## config.mk

```make
export PLATFORM = sky130hd
export DESIGN_NAME = text_command_line_parser_unit_flat
export DESIGN_NICKNAME = d
export VERILOG_FILES = /design/src/design/tclp_pkg.sv /design/src/design/tclp_if.sv /design/src/design/tclp_ctrl.sv /design/src/design/tclp_dp.sv /design/src/design/text_command_line_parser_unit.sv /design/src/flat_wrapper.sv
export SDC_FILE = /design/constraint.sdc
export NUM_CORES = 1
export LEC_CHECK = 0
export BUFFER_PORTS_ARGS = -buffer_cell sky130_fd_sc_hd__buf_2
export CELL_PAD_IN_SITES_DETAIL_PLACEMENT = 0
export CELL_PAD_IN_SITES_GLOBAL_PLACEMENT = 1
export CORE_MARGIN = 4
export CORE_UTILIZATION = 59
export DETAILED_ROUTE_END_ITERATION = 16
export GPL_TIMING_DRIVEN = 1
export PLACE_DENSITY = 0.85
export SLEW_MARGIN = 30
export SYNTH_ARGS = -nofsm -noshare
export SYNTH_HDL_FRONTEND = slang
export SYNTH_HIERARCHICAL = 1
export SYNTH_SLANG_ARGS = --single-unit
```

## constraint.sdc

```tcl
create_clock -name clk -period 8.55 [get_ports clk]
set_input_delay 0.4275 -clock clk [delete_from_list [all_inputs] [get_ports clk]]
set_output_delay 0.4275 -clock clk [all_outputs]
set_load 0.01 [all_outputs]
```

## src/design/tclp_pkg.sv

```systemverilog
// ----------------------------------------------------------------------------
// tclp_pkg
// Shared types and constants of the text command line parser.
// ----------------------------------------------------------------------------
package tclp_pkg;

	localparam int LINE_CAPACITY = 256;
	localparam int PS_MAX_LEN    = 8;
	localparam int RT_MAX_LEN    = 64;

	localparam int STORE_DEPTH = 67;
	localparam int ARG_START   = 3;
	localparam int ADDR_W      = 7;
	localparam int CNT_W       = $clog2(LINE_CAPACITY);
	localparam int LEN_W       = 7;
	localparam int IDX_W       = 6;

	localparam logic [7:0] CHAR_NL    = 8'd10;
	localparam logic [7:0] CHAR_SPACE = 8'h20;
	localparam logic [7:0] CHAR_P     = 8'h50;
	localparam logic [7:0] CHAR_S     = 8'h53;
	localparam logic [7:0] CHAR_R     = 8'h52;
	localparam logic [7:0] CHAR_T     = 8'h54;
	localparam logic [7:0] CHAR_A     = 8'h41;
	localparam logic [7:0] CHAR_O     = 8'h4F;
	localparam logic [7:0] CHAR_N     = 8'h4E;

	typedef enum logic [2:0] {
		KIND_PS      = 3'd0,
		KIND_RT      = 3'd1,
		KIND_TA      = 3'd2,
		KIND_UNKNOWN = 3'd3,
		KIND_DISCARD = 3'd4
	} kind_t;

	typedef enum logic [1:0] {
		S_IDLE,
		S_SINGLE,
		S_READ,
		S_LOAD
	} ctrl_state_t;

	// controller -> datapath
	typedef struct packed {
		logic accept_en;
		logic load_single;
		logic issue_rd;
		logic load_char;
	} cmd_t;

	// datapath -> controller
	typedef struct packed {
		logic nl_single;
		logic nl_text;
		logic out_free;
		logic idx_last;
	} sts_t;

endpackage

```

## src/design/tclp_if.sv

```systemverilog
// ----------------------------------------------------------------------------
// tclp_in_if / tclp_out_if
// Valid/ready channels for input bytes and parsed results.
// ----------------------------------------------------------------------------
interface tclp_in_if;
	logic       valid;
	logic       ready;
	logic       command;
	logic [7:0] data_byte;

	modport source (output valid, output command, output data_byte, input ready);
	modport sink   (input valid, input command, input data_byte, output ready);
endinterface

interface tclp_out_if;
	logic       valid;
	logic       ready;
	logic [2:0] kind;
	logic [5:0] char_index;
	logic [7:0] text_char;
	logic       empty_arg;
	logic       ta_on;
	logic       last;

	modport source (output valid, output kind, output char_index, output text_char,
		output empty_arg, output ta_on, output last, input ready);
	modport sink   (input valid, input kind, input char_index, input text_char,
		input empty_arg, input ta_on, input last, output ready);
endinterface

```

## src/design/tclp_ctrl.sv

```systemverilog
// ----------------------------------------------------------------------------
// tclp_ctrl
// Sequencer: byte intake, single-result dispatch, argument read-out loop.
// ----------------------------------------------------------------------------
module tclp_ctrl (
	input  logic           clk,
	input  logic           arst_n,
	input  tclp_pkg::sts_t sts,
	output tclp_pkg::cmd_t cmd
);
	import tclp_pkg::*;

	ctrl_state_t state_q, state_d;

	always_ff @(posedge clk or negedge arst_n) begin
		if (!arst_n) begin
			state_q <= S_IDLE;
		end else begin
			state_q <= state_d;
		end
	end

	always_comb begin
		state_d = state_q;
		cmd     = '0;
		unique case (state_q)
			S_IDLE: begin
				cmd.accept_en = 1'b1;
				if (sts.nl_text) begin
					state_d = S_READ;
				end else if (sts.nl_single) begin
					state_d = S_SINGLE;
				end
			end
			S_SINGLE: begin
				if (sts.out_free) begin
					cmd.load_single = 1'b1;
					state_d         = S_IDLE;
				end
			end
			S_READ: begin
				cmd.issue_rd = 1'b1;
				state_d      = S_LOAD;
			end
			S_LOAD: begin
				if (sts.out_free) begin
					cmd.load_char = 1'b1;
					state_d       = sts.idx_last ? S_IDLE : S_READ;
				end
			end
			default: state_d = S_IDLE;
		endcase
	end

	a_text_starts_read: assert property (@(posedge clk) disable iff (!arst_n)
		sts.nl_text |=> state_q == S_READ)
		else $error("text line did not start read-out");

	a_read_then_load: assert property (@(posedge clk) disable iff (!arst_n)
		state_q == S_READ |=> state_q == S_LOAD)
		else $error("read not followed by load");

	a_single_done: assert property (@(posedge clk) disable iff (!arst_n)
		cmd.load_single |=> state_q == S_IDLE)
		else $error("single result did not return to idle");

endmodule

```

## src/design/tclp_dp.sv

```systemverilog
// ----------------------------------------------------------------------------
// tclp_dp
// Line store, line tracking, prefix decode and result register.
// ----------------------------------------------------------------------------
module tclp_dp (
	input  logic           clk,
	input  logic           arst_n,
	tclp_in_if.sink        byte_stream,
	tclp_out_if.source     result,
	input  tclp_pkg::cmd_t cmd,
	output tclp_pkg::sts_t sts
);
	import tclp_pkg::*;

	logic [7:0]        line_mem [STORE_DEPTH];
	logic [7:0]        rd_data_q;
	logic [7:0]        pfx_q [5];
	logic [CNT_W-1:0]  count_q;
	logic              ovf_q;
	logic [LEN_W-1:0]  len_q;
	logic              zero_seen_q;

	kind_t             res_kind_q;
	logic [LEN_W-1:0]  res_n_q;
	logic              res_ta_q;
	logic              res_empty_q;
	logic [IDX_W-1:0]  idx_q;

	logic              out_valid_q;
	kind_t             out_kind_q;
	logic [IDX_W-1:0]  out_idx_q;
	logic [7:0]        out_char_q;
	logic              out_empty_q;
	logic              out_ta_q;
	logic              out_last_q;

	logic              fire, nl_fire, data_fire, close_fire;
	logic              store_en, text_ok, is_ps, is_rt, is_ta, is_text;
	logic [LEN_W-1:0]  arg_len, n_d;
	logic              ta_d, produces;
	kind_t             kind_d;
	logic [ADDR_W-1:0] rd_addr;

	assign byte_stream.ready = cmd.accept_en;
	assign fire       = byte_stream.valid && cmd.accept_en;
	assign close_fire = fire && byte_stream.command;
	assign nl_fire    = fire && !byte_stream.command && (byte_stream.data_byte == CHAR_NL);
	assign data_fire  = fire && !byte_stream.command && (byte_stream.data_byte != CHAR_NL);
	assign store_en   = data_fire && !ovf_q && (count_q < CNT_W'(LINE_CAPACITY - 1));

	// prefix decode from the tracked line state
	always_comb begin
		text_ok = (len_q >= LEN_W'(ARG_START)) && (pfx_q[2] == CHAR_SPACE);
		is_ps   = text_ok && (pfx_q[0] == CHAR_P) && (pfx_q[1] == CHAR_S);
		is_rt   = text_ok && (pfx_q[0] == CHAR_R) && (pfx_q[1] == CHAR_T);
		is_ta   = text_ok && (pfx_q[0] == CHAR_T) && (pfx_q[1] == CHAR_A);
		is_text = is_ps || is_rt;
		arg_len = len_q - LEN_W'(ARG_START);
		n_d     = '0;
		if (is_ps) begin
			n_d = (arg_len > LEN_W'(PS_MAX_LEN)) ? LEN_W'(PS_MAX_LEN) : arg_len;
		end else if (is_rt) begin
			n_d = (arg_len > LEN_W'(RT_MAX_LEN)) ? LEN_W'(RT_MAX_LEN) : arg_len;
		end
		// an overflowed line reports only the discard, never the flag
		ta_d = !ovf_q && is_ta && (len_q == LEN_W'(ARG_START + 2))
			&& (pfx_q[3] == CHAR_O) && (pfx_q[4] == CHAR_N);
		priority if (ovf_q) begin
			kind_d = KIND_DISCARD;
		end else if (is_ps) begin
			kind_d = KIND_PS;
		end else if (is_rt) begin
			kind_d = KIND_RT;
		end else if (is_ta) begin
			kind_d = KIND_TA;
		end else begin
			kind_d = KIND_UNKNOWN;
		end
		produces = ovf_q || (count_q != '0);
	end

	assign sts.nl_text   = nl_fire && !ovf_q && (count_q != '0) && is_text && (n_d != '0);
	assign sts.nl_single = nl_fire && produces && !sts.nl_text;
	assign sts.out_free  = !out_valid_q || result.ready;
	assign sts.idx_last  = (LEN_W'(idx_q) + 1'b1) == res_n_q;

	// line tracking
	always_ff @(posedge clk or negedge arst_n) begin
		if (!arst_n) begin
			count_q     <= '0;
			ovf_q       <= 1'b0;
			len_q       <= '0;
			zero_seen_q <= 1'b0;
		end else if (nl_fire || close_fire) begin
			count_q     <= '0;
			ovf_q       <= 1'b0;
			len_q       <= '0;
			zero_seen_q <= 1'b0;
		end else if (data_fire && !ovf_q) begin
			if (store_en) begin
				count_q <= count_q + 1'b1;
				if (int'(count_q) < STORE_DEPTH && !zero_seen_q) begin
					if (byte_stream.data_byte == 8'd0) begin
						zero_seen_q <= 1'b1;
					end else begin
						len_q <= len_q + 1'b1;
					end
				end
			end else begin
				ovf_q <= 1'b1;
			end
		end
	end

	// line store and first five bytes
	always_ff @(posedge clk) begin
		if (store_en && int'(count_q) < STORE_DEPTH) begin
			line_mem[ADDR_W'(count_q)] <= byte_stream.data_byte;
		end
		if (cmd.issue_rd) begin
			rd_data_q <= line_mem[rd_addr];
		end
	end

	always_ff @(posedge clk) begin
		if (store_en && int'(count_q) < 5) begin
			pfx_q[3'(count_q)] <= byte_stream.data_byte;
		end
	end

	assign rd_addr = ADDR_W'(ARG_START) + ADDR_W'(idx_q);

	// per-line result descriptor
	always_ff @(posedge clk) begin
		if (nl_fire) begin
			res_kind_q  <= kind_d;
			res_n_q     <= n_d;
			res_ta_q    <= ta_d;
			res_empty_q <= !ovf_q && is_text && (n_d == '0);
		end
	end

	always_ff @(posedge clk or negedge arst_n) begin
		if (!arst_n) begin
			idx_q <= '0;
		end else if (nl_fire) begin
			idx_q <= '0;
		end else if (cmd.load_char) begin
			idx_q <= idx_q + 1'b1;
		end
	end

	// result register
	always_ff @(posedge clk or negedge arst_n) begin
		if (!arst_n) begin
			out_valid_q <= 1'b0;
		end else if (cmd.load_single || cmd.load_char) begin
			out_valid_q <= 1'b1;
		end else if (result.ready) begin
			out_valid_q <= 1'b0;
		end
	end

	always_ff @(posedge clk) begin
		if (cmd.load_single) begin
			out_kind_q  <= res_kind_q;
			out_idx_q   <= '0;
			out_char_q  <= '0;
			out_empty_q <= res_empty_q;
			out_ta_q    <= res_ta_q;
			out_last_q  <= 1'b1;
		end else if (cmd.load_char) begin
			out_kind_q  <= res_kind_q;
			out_idx_q   <= idx_q;
			out_char_q  <= rd_data_q;
			out_empty_q <= 1'b0;
			out_ta_q    <= 1'b0;
			out_last_q  <= sts.idx_last;
		end
	end

	assign result.valid      = out_valid_q;
	assign result.kind       = out_kind_q;
	assign result.char_index = out_idx_q;
	assign result.text_char  = out_char_q;
	assign result.empty_arg  = out_empty_q;
	assign result.ta_on      = out_ta_q;
	assign result.last       = out_last_q;

	a_len_le_count: assert property (@(posedge clk) disable iff (!arst_n)
		int'(len_q) <= int'(count_q))
		else $error("text length beyond line count");

	a_char_in_range: assert property (@(posedge clk) disable iff (!arst_n)
		cmd.load_char |-> (LEN_W'(idx_q) < res_n_q))
		else $error("argument index past its length");

	a_load_when_free: assert property (@(posedge clk) disable iff (!arst_n)
		(cmd.load_char || cmd.load_single) |-> (!out_valid_q || result.ready))
		else $error("result register overwritten");

endmodule

```

## src/design/text_command_line_parser_unit.sv

```systemverilog
// ----------------------------------------------------------------------------
// text_command_line_parser_unit
// Gathers text bytes into lines and decodes PS / RT / TA commands.
// ----------------------------------------------------------------------------
// Data bytes and stream-closed transactions: one per cycle while the sequencer is idle, no result.
// Newline: one result (TA, unknown, discarded, empty argument) loads the
//   result register from the single-result state once the register is free.
// PS/RT argument: one read and one load per character, set by the line store's single
//   registered read port; input is held off until the last character loads.
// Reset clears the line count, overflow mark, sequencer and result valid;
//   the line store needs no clearing pass.
// ----------------------------------------------------------------------------
module text_command_line_parser_unit (
	input  logic       clk,
	input  logic       arst_n,
	tclp_in_if.sink    byte_stream,
	tclp_out_if.source result
);
	import tclp_pkg::*;

	// command and status between sequencer and datapath
	cmd_t cmd;
	sts_t sts;

	// Sequencer: idle intake, single-result load, read/load loop per char.
	tclp_ctrl u_ctrl (
		.clk    (clk),
		.arst_n (arst_n),
		.sts    (sts),
		.cmd    (cmd)
	);

	// Datapath: line store memory, count/overflow/length tracking, prefix
	// decode latched at the newline, and the result register that lets the
	// next byte transaction enter while a result still waits downstream.
	tclp_dp u_dp (
		.clk         (clk),
		.arst_n      (arst_n),
		.byte_stream (byte_stream),
		.result      (result),
		.cmd         (cmd),
		.sts         (sts)
	);

endmodule
```

## src/flat_wrapper.sv

```systemverilog
// flat-port wrapper written by rule: the top's interface ports become plain ports
module text_command_line_parser_unit_flat import tclp_pkg::*;
  (clk, arst_n, byte_stream_valid, byte_stream_command, byte_stream_data_byte, byte_stream_ready, result_valid, result_kind, result_char_index, result_text_char, result_empty_arg, result_ta_on, result_last, result_ready);
  tclp_in_if byte_stream_i ();
  tclp_out_if result_i ();
  input  logic clk;
  input  logic arst_n;
  input wire logic [$bits(byte_stream_i.valid)-1:0] byte_stream_valid;
  input wire logic [$bits(byte_stream_i.command)-1:0] byte_stream_command;
  input wire logic [$bits(byte_stream_i.data_byte)-1:0] byte_stream_data_byte;
  output wire logic [$bits(byte_stream_i.ready)-1:0] byte_stream_ready;
  output wire logic [$bits(result_i.valid)-1:0] result_valid;
  output wire logic [$bits(result_i.kind)-1:0] result_kind;
  output wire logic [$bits(result_i.char_index)-1:0] result_char_index;
  output wire logic [$bits(result_i.text_char)-1:0] result_text_char;
  output wire logic [$bits(result_i.empty_arg)-1:0] result_empty_arg;
  output wire logic [$bits(result_i.ta_on)-1:0] result_ta_on;
  output wire logic [$bits(result_i.last)-1:0] result_last;
  input wire logic [$bits(result_i.ready)-1:0] result_ready;
  assign byte_stream_i.valid = byte_stream_valid;
  assign byte_stream_i.command = byte_stream_command;
  assign byte_stream_i.data_byte = byte_stream_data_byte;
  assign byte_stream_ready = byte_stream_i.ready;
  assign result_valid = result_i.valid;
  assign result_kind = result_i.kind;
  assign result_char_index = result_i.char_index;
  assign result_text_char = result_i.text_char;
  assign result_empty_arg = result_i.empty_arg;
  assign result_ta_on = result_i.ta_on;
  assign result_last = result_i.last;
  assign result_i.ready = result_ready;
  text_command_line_parser_unit u_core (.clk(clk), .arst_n(arst_n), .byte_stream(byte_stream_i), .result(result_i));
endmodule
```

## Word-level counts from Yosys, hierarchy flattened

Memories as Yosys holds them, arrays and structs flattened. A register that Yosys moved wholly into a read port is not among the register bits.
Index checks and enable logic that the tools add are counted.

- Equality and inequality tests: 21
- $lt $le $gt $ge: 6
- Add/subtract/negate cells: 6
- Reduce and logical (&&, ||, !) cells: 58
- Multiplexer cells: 46

Operators by type and width:

| kind | count |
|---|---|
| 8-bit by 7-bit == test with 1-bit output, second input constant | 8 |
| 7-bit 2-to-1 mux | 9 |
| 1-bit logical AND | 29 |
| 8-bit 2-to-1 mux | 3 |
| 1-bit 2-to-1 mux | 23 |
| 2-bit nonzero test | 7 |
| 2-bit 2-to-1 mux | 6 |
| 6-bit 2-to-1 mux | 2 |
| 8-bit by 1-bit adder with 8-bit output, second input constant | 1 |
| 8-bit by 4-bit == test with 1-bit output, second input constant | 1 |
| 8-bit by 6-bit == test with 1-bit output, second input constant | 1 |
| 8-bit logical NOT | 1 |
| 8-bit by 3-bit less-than comparator with 1-bit output, second input constant | 1 |
| 8-bit by 7-bit less-than comparator with 1-bit output, second input constant | 1 |
| 8-bit less-than comparator, second input constant | 1 |
| 8-bit by 4-bit != test with 1-bit output, second input constant | 1 |
| 2-bit one-hot mux with 4 select lines | 1 |
| 4-bit AND reduction | 2 |
| 8-bit nonzero test | 1 |
| 2-bit by 6-bit adder with 7-bit output, first input constant | 1 |
| 6-bit by 1-bit adder with 7-bit output, second input constant | 1 |
| 7-bit by 1-bit adder with 7-bit output, second input constant | 1 |
| 7-bit by 3-bit == test with 1-bit output, second input constant | 1 |
| 7-bit == test | 1 |
| 20 further kinds | 33 |

- Output and inout port bits: 22
- RAM bits: 576
- Memories: 2
- Bits of input ports: 13
- Flip-flop bits (word level): 58
- Word-level logic and storage cells: 158

Memories:

| name | depth | width | rd ports | clocked after Yosys merged registers in | wr ports | RTL line | source |
|---|---|---|---|---|---|---|---|
| u_core.u_dp.line_mem | 67 | 8 | 1 | 1 | 1 | tclp_dp.sv:15 | `logic [7:0] line_mem [STORE_DEPTH];` |
| u_core.u_dp.pfx_q | 5 | 8 | 5 | 0 | 1 | tclp_dp.sv:17 | `logic [7:0] pfx_q [5];` |

## Longest topological paths before layout

Gate-level depths: netlist (run 1).

- Depth after elaboration: 14
- Mapped depth: 13
- Mapped depth without buffers: 9

## Hierarchy

The synthesis (run 1) kept the hierarchy.

By module, submodules not included:

| module | area an instance (um2) | cells each | instances |
|---|---|---|---|
| tclp_dp | 25318.0 | 1290 | 1 |
| tclp_ctrl | 110.1 | 12 | 1 |

## Worst setup path after synthesis (run 1)

Ideal clock, no wire load.

- Path type: register to register
- Start point: reg u_core.u_dp.idx_q[0]
- End point: reg u_core.u_dp.rd_data_q[6] (read register of u_core.u_dp.line_mem), data pin
- Setup slack: 5.457 ns
- Library setup time: 0.255 ns
- Path buffers: 5
- Clock period less this slack: 3.093 ns
- Arrival: 2.838 ns
- Stages on the path, launching flop included: 13
- Cell sequence: dfrtp_1 buf_4 buf_6 buf_6 inv_1 ha_1 clkbuf_1 clkbuf_1 mux4_2 mux4_2 mux2i_1 a32oi_1 o21a_1

- Word-level cells in the longest chain between the ends: 1

RTL lines:

| what | RTL line | source |
|---|---|---|
| start: declaration | tclp_dp.sv:27 | `logic [IDX_W-1:0] idx_q;` |
| start signal: assignment | tclp_dp.sv:149 | `idx_q <= idx_q + 1'b1;` |
| 2-bit by 6-bit adder with 7-bit output | tclp_dp.sv:131 | `assign rd_addr = ADDR_W'(ARG_START) + ADDR_W'(idx_q);` |
| end: declaration | tclp_dp.sv:16 | `logic [7:0] rd_data_q;` |

Every way passes these cells.
A chain may end at the register's enable or synchronous reset.

## Worst setup path after layout (run 1)

- Start point: reg u_core.u_dp.idx_q[0]
- End point: reg u_core.u_dp.rd_data_q[2] (read register of u_core.u_dp.line_mem), data pin

The elaborated chain is that of the path after synthesis.

==> results of run 1 <==
worst paths after layout:
path,startpoint,to,slack [ns],depth (start not counted)
worst max-delay path,u_core/u_dp/idx_q[0],u_core/u_dp/rd_data_q[2],4.32,7
worst min-delay path,result_ready,u_core/u_dp/result.valid,0.16,3
worst max register to register,u_core/u_dp/idx_q[0],u_core/u_dp/rd_data_q[2],4.32,7
worst min register to register,u_core/u_dp/res_kind_q[1],u_core/u_dp/result.kind[1],0.42,0
max in group asynchronous,arst_n,u_core/u_dp/idx_q[0],7.74,2
min in group asynchronous,arst_n,u_core/u_dp/len_q[5],0.35,2
registers in the layout, indices dropped and copies added (netlist names):
| register | count |
|---|---|
| u_core/u_dp/result.empty_arg | 1 |
| u_core/u_dp/idx_q | 6 |
| u_core/u_dp/rd_data_q | 8 |
| u_core/u_dp/count_q | 8 |
| u_core/u_dp/result.text_char | 8 |
| u_core/u_dp/res_empty_q | 1 |
| u_core/u_dp/zero_seen_q | 1 |
| u_core/u_dp/result.ta_on | 1 |
| u_core/u_dp/result.last | 1 |
| u_core/u_dp/result.valid | 1 |
| u_core/u_dp/len_q | 7 |
| u_core/u_dp/line_mem | 536 |
| u_core/u_dp/res_ta_q | 1 |
| u_core/u_dp/result.kind | 3 |
| u_core/u_dp/pfx_q | 40 |
| u_core/u_ctrl/state_q | 2 |
| u_core/u_dp/result.char_index | 6 |
| u_core/u_dp/ovf_q | 1 |
| u_core/u_dp/res_kind_q | 3 |
| u_core/u_dp/res_n_q | 7 |
placed cells by master, fill, tap and decap left out, drive strengths merged, types with 19 or more instances in the layout:
cell type  instances
a21oi             21
buf               54
clkbuf            79
clkinv            21
dfrtp             26
edfxtp           601
mux2i             31
mux4             153
nand2             35
nand3             20
nor2             127
nor3              19
final cells by class:
cell class                      instances  area share, %
Inverter                               13          0.173
Tap cell                              577           2.56
Clock buffer                           79           5.73
Timing Repair Buffer                   55           1.29
Multi-Input combinational cell        585           21.9
Clock inverter                         28          0.901
Sequential cell                       642           67.4
power by group:
group / switching (µW) / internal, µW / total (µW)
logic: 112 / 32.4 / 145
registers: 19.1 / 3450 / 3470
clock network: 1100 / 1440 / 2540
total: 1230 / 4930 / 6160
per-stage QoR:
step                util (%)  instances  area, µm²  power (µW)  setup WS (ns)
floorplan                  -       1302      25400        3590           5.46
global placement        62.0       1870      26200        3680           4.35
detailed placement      62.1       1871      26300        3680           4.32
CTS                     66.5       1979      28200        6190           4.26
global route            66.6       1979      28200        6360           4.12
finish                  66.6       1979      28200        6160           4.32
what timing repair did:
| item | 4_1_cts | 5_1_grt |
|---|---|---|
| hold endpoints to repair | 26 | 0 |
| hold buffers | 1 | 0 |
| setup buffers | 0 | 0 |
kinds of logic after synthesis:
family / Yosys count
flops: 642
simple gates: 276
mux: 184
compound gates: 87
buf+inv: 75
xor+xnor: 30
fa+ha+maj: 8
metal layers:
layer	vias to the layer above	global-route usage, %	wire length (µm)
met2	692	38.9	27100
met4	0	6.38	1270
met3	90	3.76	4860
li1	5387	-	-
met1	6648	36.0	22300
met5	-	0	0
worst max-delay path, stage by stage (launching register included):
cell      delay [ns]
dfrtp_4         0.74
inv_1           0.19
ha_4            0.65
buf_4           0.67
mux4_2          0.47
mux4_2          0.55
mux2i_1         0.44
a211oi_1        0.18
==> results_dict.tcl, run 1 <==
set metrics [dict create \
    nets 1378 \
    yosys.area_share.simple_pct 5.30 \
    setup_viol 0 \
    ant_nets 0 \
    power_density_mw_per_mm2 218 \
    start_util_pct 60.1 \
    die_area_mm2 0.0465 \
    antenna_cells_inserted 0 \
    mappedNetlistNets 1323 \
    rsz0062_at_grt "no" \
    critPathCaptureType "flop" \
    outcome "finished clean" \
    antenna_found_initial 1 \
    wl_um 55500 \
    port_buffers 34 \
    cts_tree "done" \
    yosys.area_share.xor_xnor_pct 1.06 \
    yosysTopAreaCellShare_pct 71.0 \
    synth_mux_area_share_pct 14.8 \
    hp-class "input pin to flop" \
    post_cts_resized 0 \
    synth_ff_type "edfxtp_1" \
    multi_input_area_mm2 0.00618 \
    finalCritPeriodShare_pct 49.5 \
    drt_iter0_markers 1813 \
    ys_seq_area_share_pct 74.7 \
    tightest_slew_ns 1.03 \
    grt_first_pass_wirelength_um 83900 \
    worstSetupStartpointType "flop" \
    gp_congestion 0.823 \
    core_mm2 0.0423 \
    worst_hold_slack_ns 0.162 \
    ys_types 66 \
    yosysTopAreaCell "edfxtp_1" \
    synth_top_family_by_area "multiplexers" \
    io_pins 35 \
    first_global_vias 12900 \
    syn-cell-area_mm2 0.0254 \
    drtPass1Iterations 6 \
    die_h_um 216 \
    fp.dieW_um 216 \
    synth-seq-cells 642 \
    tns_ns 0 \
    clockBufferDepth 3 \
    min_period_ns 4.23 \
    cap_violations 0 \
    vias 12800 \
    synth-compound-area-share_pct 2.38 \
    synthCells 1302 \
    power.leakage_uw 0.00870 \
    grt_max_degree 76 \
    drive_gt1_share_pct 22.4 \
    insertion_delay_ns 0.62 \
    fin_skew_ns 0.0139 \
    crit_fanout 47 \
    seqCellArea_mm2 0.0190 \
    clkTransAtPathRegs_ns 0.06 \
    nFillCells 2690 \
    cts_sinks 642 \
    wl_per_cell_um 28.1 \
    root_buffer "clkbuf_16" \
    drv_slew 0 \
    yosys_warnings 6 \
    rows 75 \
    critPathArrivalTime_ns 4.55 \
    cts_made_buffers 60 \
    h-tree-depth 2 \
    syn_to_final_growth_pct 10.8 \
    synth_edf_count 601 \
    slew_headroom_pct 30.9 \
    viasPerCell 6.48 \
    worstSetupPathType "flop to flop" \
    hold_viol_final 0 \
    synth.area.top_cells "edfxtp_1 71%, mux4_2 14%, dfrtp_1 2.6%" \
    ir_worst_vdd_v 0.000136 \
    synth.avg_cell_area_um2 19.5 \
    yosysMostFrequentCell "edfxtp_1" \
    yosys.area_share.adder_pct 0.394 \
    grt_use_total_pct 24.3 \
    crit_required_ns 8.87 \
    drc 0 \
    synth_common_cells "601 x edfxtp_1, 153 x mux4_2, 127 x nor2_1, 35 x nand2_1, 31 x mux2i_1" \
    hpwl_um 32700 \
    grt_remaining_overflow 0 \
    fmax_mhz 236 \
    async_reset_ff_share_pct 4.05 \
]
(Power assumes the default switching activity.)
==> run 2, diff against run 1 <==
--- a/config.mk
+++ b/config.mk
@@ -9,10 +9,10 @@
 export CELL_PAD_IN_SITES_DETAIL_PLACEMENT = 0
 export CELL_PAD_IN_SITES_GLOBAL_PLACEMENT = 1
 export CORE_MARGIN = 4
-export CORE_UTILIZATION = 59
+export CORE_UTILIZATION = 50
 export DETAILED_ROUTE_END_ITERATION = 16
 export GPL_TIMING_DRIVEN = 1
-export PLACE_DENSITY = 0.85
+export PLACE_DENSITY = 0.77
 export SLEW_MARGIN = 30
 export SYNTH_ARGS = -nofsm -noshare
 export SYNTH_HDL_FRONTEND = slang
==> constraint.sdc (replaced) <==
create_clock -name clk -period 3.49 [get_ports clk]
set_input_delay 0.1745 -clock clk [delete_from_list [all_inputs] [get_ports clk]]
set_output_delay 0.1745 -clock clk [all_outputs]
set_load 0.01 [all_outputs]
==> results_dict.tcl, run 2 (synthesis results as in run 1) <==
set metrics [dict create \
    grt_remaining_overflow 0 \
    critPathArrivalTime_ns 3.65 \
    power.leakage_uw 0.00928 \
    cts_made_buffers 61 \
    reg_top3 "u_core/u_dp/line_mem: 536 flops, u_core/u_dp/pfx_q: 40 flops" \
    tns_ns 0 \
    worstSetupPathType "flop to flop" \
    wl_um 56800 \
    placed_cell_area_mm2 0.0271 \
    rows 82 \
    hpwl_um 34900 \
    cts_sinks 642 \
    hold_viol_final 0 \
    hp-class "input pin to flop" \
    largest-register "u_core/u_dp/line_mem" \
    clockBufferDepth 3 \
    slew_headroom_pct 38.9 \
    cts_setup_buffers 0 \
    grt_max_degree 75 \
    root_buffer "clkbuf_16" \
    start_util_pct 50.7 \
    insertion_delay_ns 0.63 \
    antenna_cells_inserted 0 \
    finalCritPeriodShare_pct 94.3 \
    cap_violations 0 \
    outcome "finished clean" \
    dpl_worst_slack_ns 0.165 \
    multi_input_area_mm2 0.00612 \
    core_mm2 0.0502 \
    io_pins 35 \
    tightest_slew_ns 0.917 \
    viasPerCell 5.98 \
    drt-met1-wl_um 24400 \
    grt_first_pass_wirelength_um 85200 \
    wl_met3_um 4360 \
    power_density_mw_per_mm2 535 \
    nets 1468 \
    cts_tree "done" \
    largest_reg_flops 536 \
    antenna_found_initial 1 \
    post_cts_resized 0 \
    path_common_cell "mux4_2" \
    die_h_um 234 \
    ant_nets 0 \
    crit_fanout 53 \
    crit_chain "inv_1, ha_4, buf_12, mux4_2, mux4_2, mux2i_1, a211oi_1" \
    drive_gt1_share_pct 27.1 \
    grt_use_total_pct 21.3 \
    dp_cells 2051 \
    drtPass1Iterations 5 \
    gp_congestion 0.812 \
    worstSetupStartpointType "flop" \
    drc 0 \
    seqCellArea_mm2 0.0190 \
    first_global_vias 13000 \
    design_area_mm2 0.0292 \
    wl_per_cell_um 26.2 \
    slowest_stage "dfrtp_4" \
    rsz0062_at_grt "no" \
    h-tree-depth 2 \
    clkTransAtPathRegs_ns 0.07 \
    setup_viol 0 \
    final_cell_mix "601 x edfxtp_1, 153 x mux4_2, 127 x nor2_1" \
    fp.dieW_um 234 \
    hold_buffers 5 \
    drt_iter0_markers 1521 \
    fin_cells 2170 \
    vias 13000 \
    worst_slack_ns 0.200 \
    final_common_cell "edfxtp_1" \
    met2_length_um 26700 \
    critPathCaptureType "flop" \
    crit_required_ns 3.85 \
    syn_to_final_growth_pct 14.7 \
    crit_path_max_incr_delay_ns 0.54 \
    highest_layer "met4" \
    drv_slew 0 \
    min_period_ns 3.29 \
    port_buffers 34 \
    fmax_mhz 304 \
    fin_skew_ns 0.0237 \
    die_area_mm2 0.0545 \
    ir_worst_vdd_v 0.000420 \
    nFillCells 3640 \
]
## run 2: changes by cell type in the layout (fill, tap and decap cells not counted), sizes merged
cell / delta
buf: +85
inv: +6
clkinv: +1
clkinvlp: +1
dlygate4sd3: +4
bufinv: +5
clkbuf: -6
## run 2: path summary, 6_finish.rpt
check | startpoint | endpoint | slack (ns) | depth (start not counted)
min in group asynchronous | arst_n | u_core/u_dp/len_q[4] | 0.10 | 2
max in group asynchronous | arst_n | u_core/u_dp/idx_q[0] | 2.91 | 2
worst max register to register | u_core/u_dp/idx_q[0] | u_core/u_dp/rd_data_q[3] | 0.20 | 7
worst min register to register | u_core/u_dp/res_kind_q[1] | u_core/u_dp/result.kind[1] | 0.42 | 0
worst max-delay path | u_core/u_dp/idx_q[0] | u_core/u_dp/rd_data_q[3] | 0.20 | 7
worst min-delay path | byte_stream_data_byte[7] | u_core/u_dp/zero_seen_q | 0.06 | 4
## run 2: report_power, final
group | switching (µW) | total [µW] | internal [µW]
combinational | 281 | 372 | 91.2
clock | 2830 | 6730 | 3900
sequential | 37.0 | 8500 | 8460
## run 2: critical path, delay by kind of cell, from the launching register on
family	cells	cell delay (ns)
adder cells (fa/ha/maj)	1	0.44
multiplexers	3	1.37
flip-flops	1	0.54
buffers and inverters	2	0.47
AO/OA/AOI/OAI	1	0.16
## run 2: layout make-up
class / instances / share of cell area [%]
sequential: 642 / 65.2
multi-input combinational: 585 / 21.0
clock buffer: 73 / 5.39
timing repair buffer: 144 / 3.76
tap: 672 / 2.88
clock inverter: 41 / 1.64
inverter: 13 / 0.167
## run 2: per-layer routing
layer / up-vias / global-route usage (%)
li1: 5572 / -
met4: 0 / 5.77
met2: 564 / 32.7
met3: 88 / 3.48
met5: - / 0
met1: 6762 / 32.2
## run 2: metrics by stage
step | power [µW] | hold slack, ns | util, %
3_3_place_gp | 9020 | 0.235 | 53.9
4_1_cts | 15700 | 0.0451 | 58.1
5_1_grt | 16100 | 0.0801 | 58.1
3_5_place_dp | 9030 | 0.242 | 53.9
2_1_floorplan | 8810 | -0.121 | -
6_report | 15600 | 0.0634 | 58.1
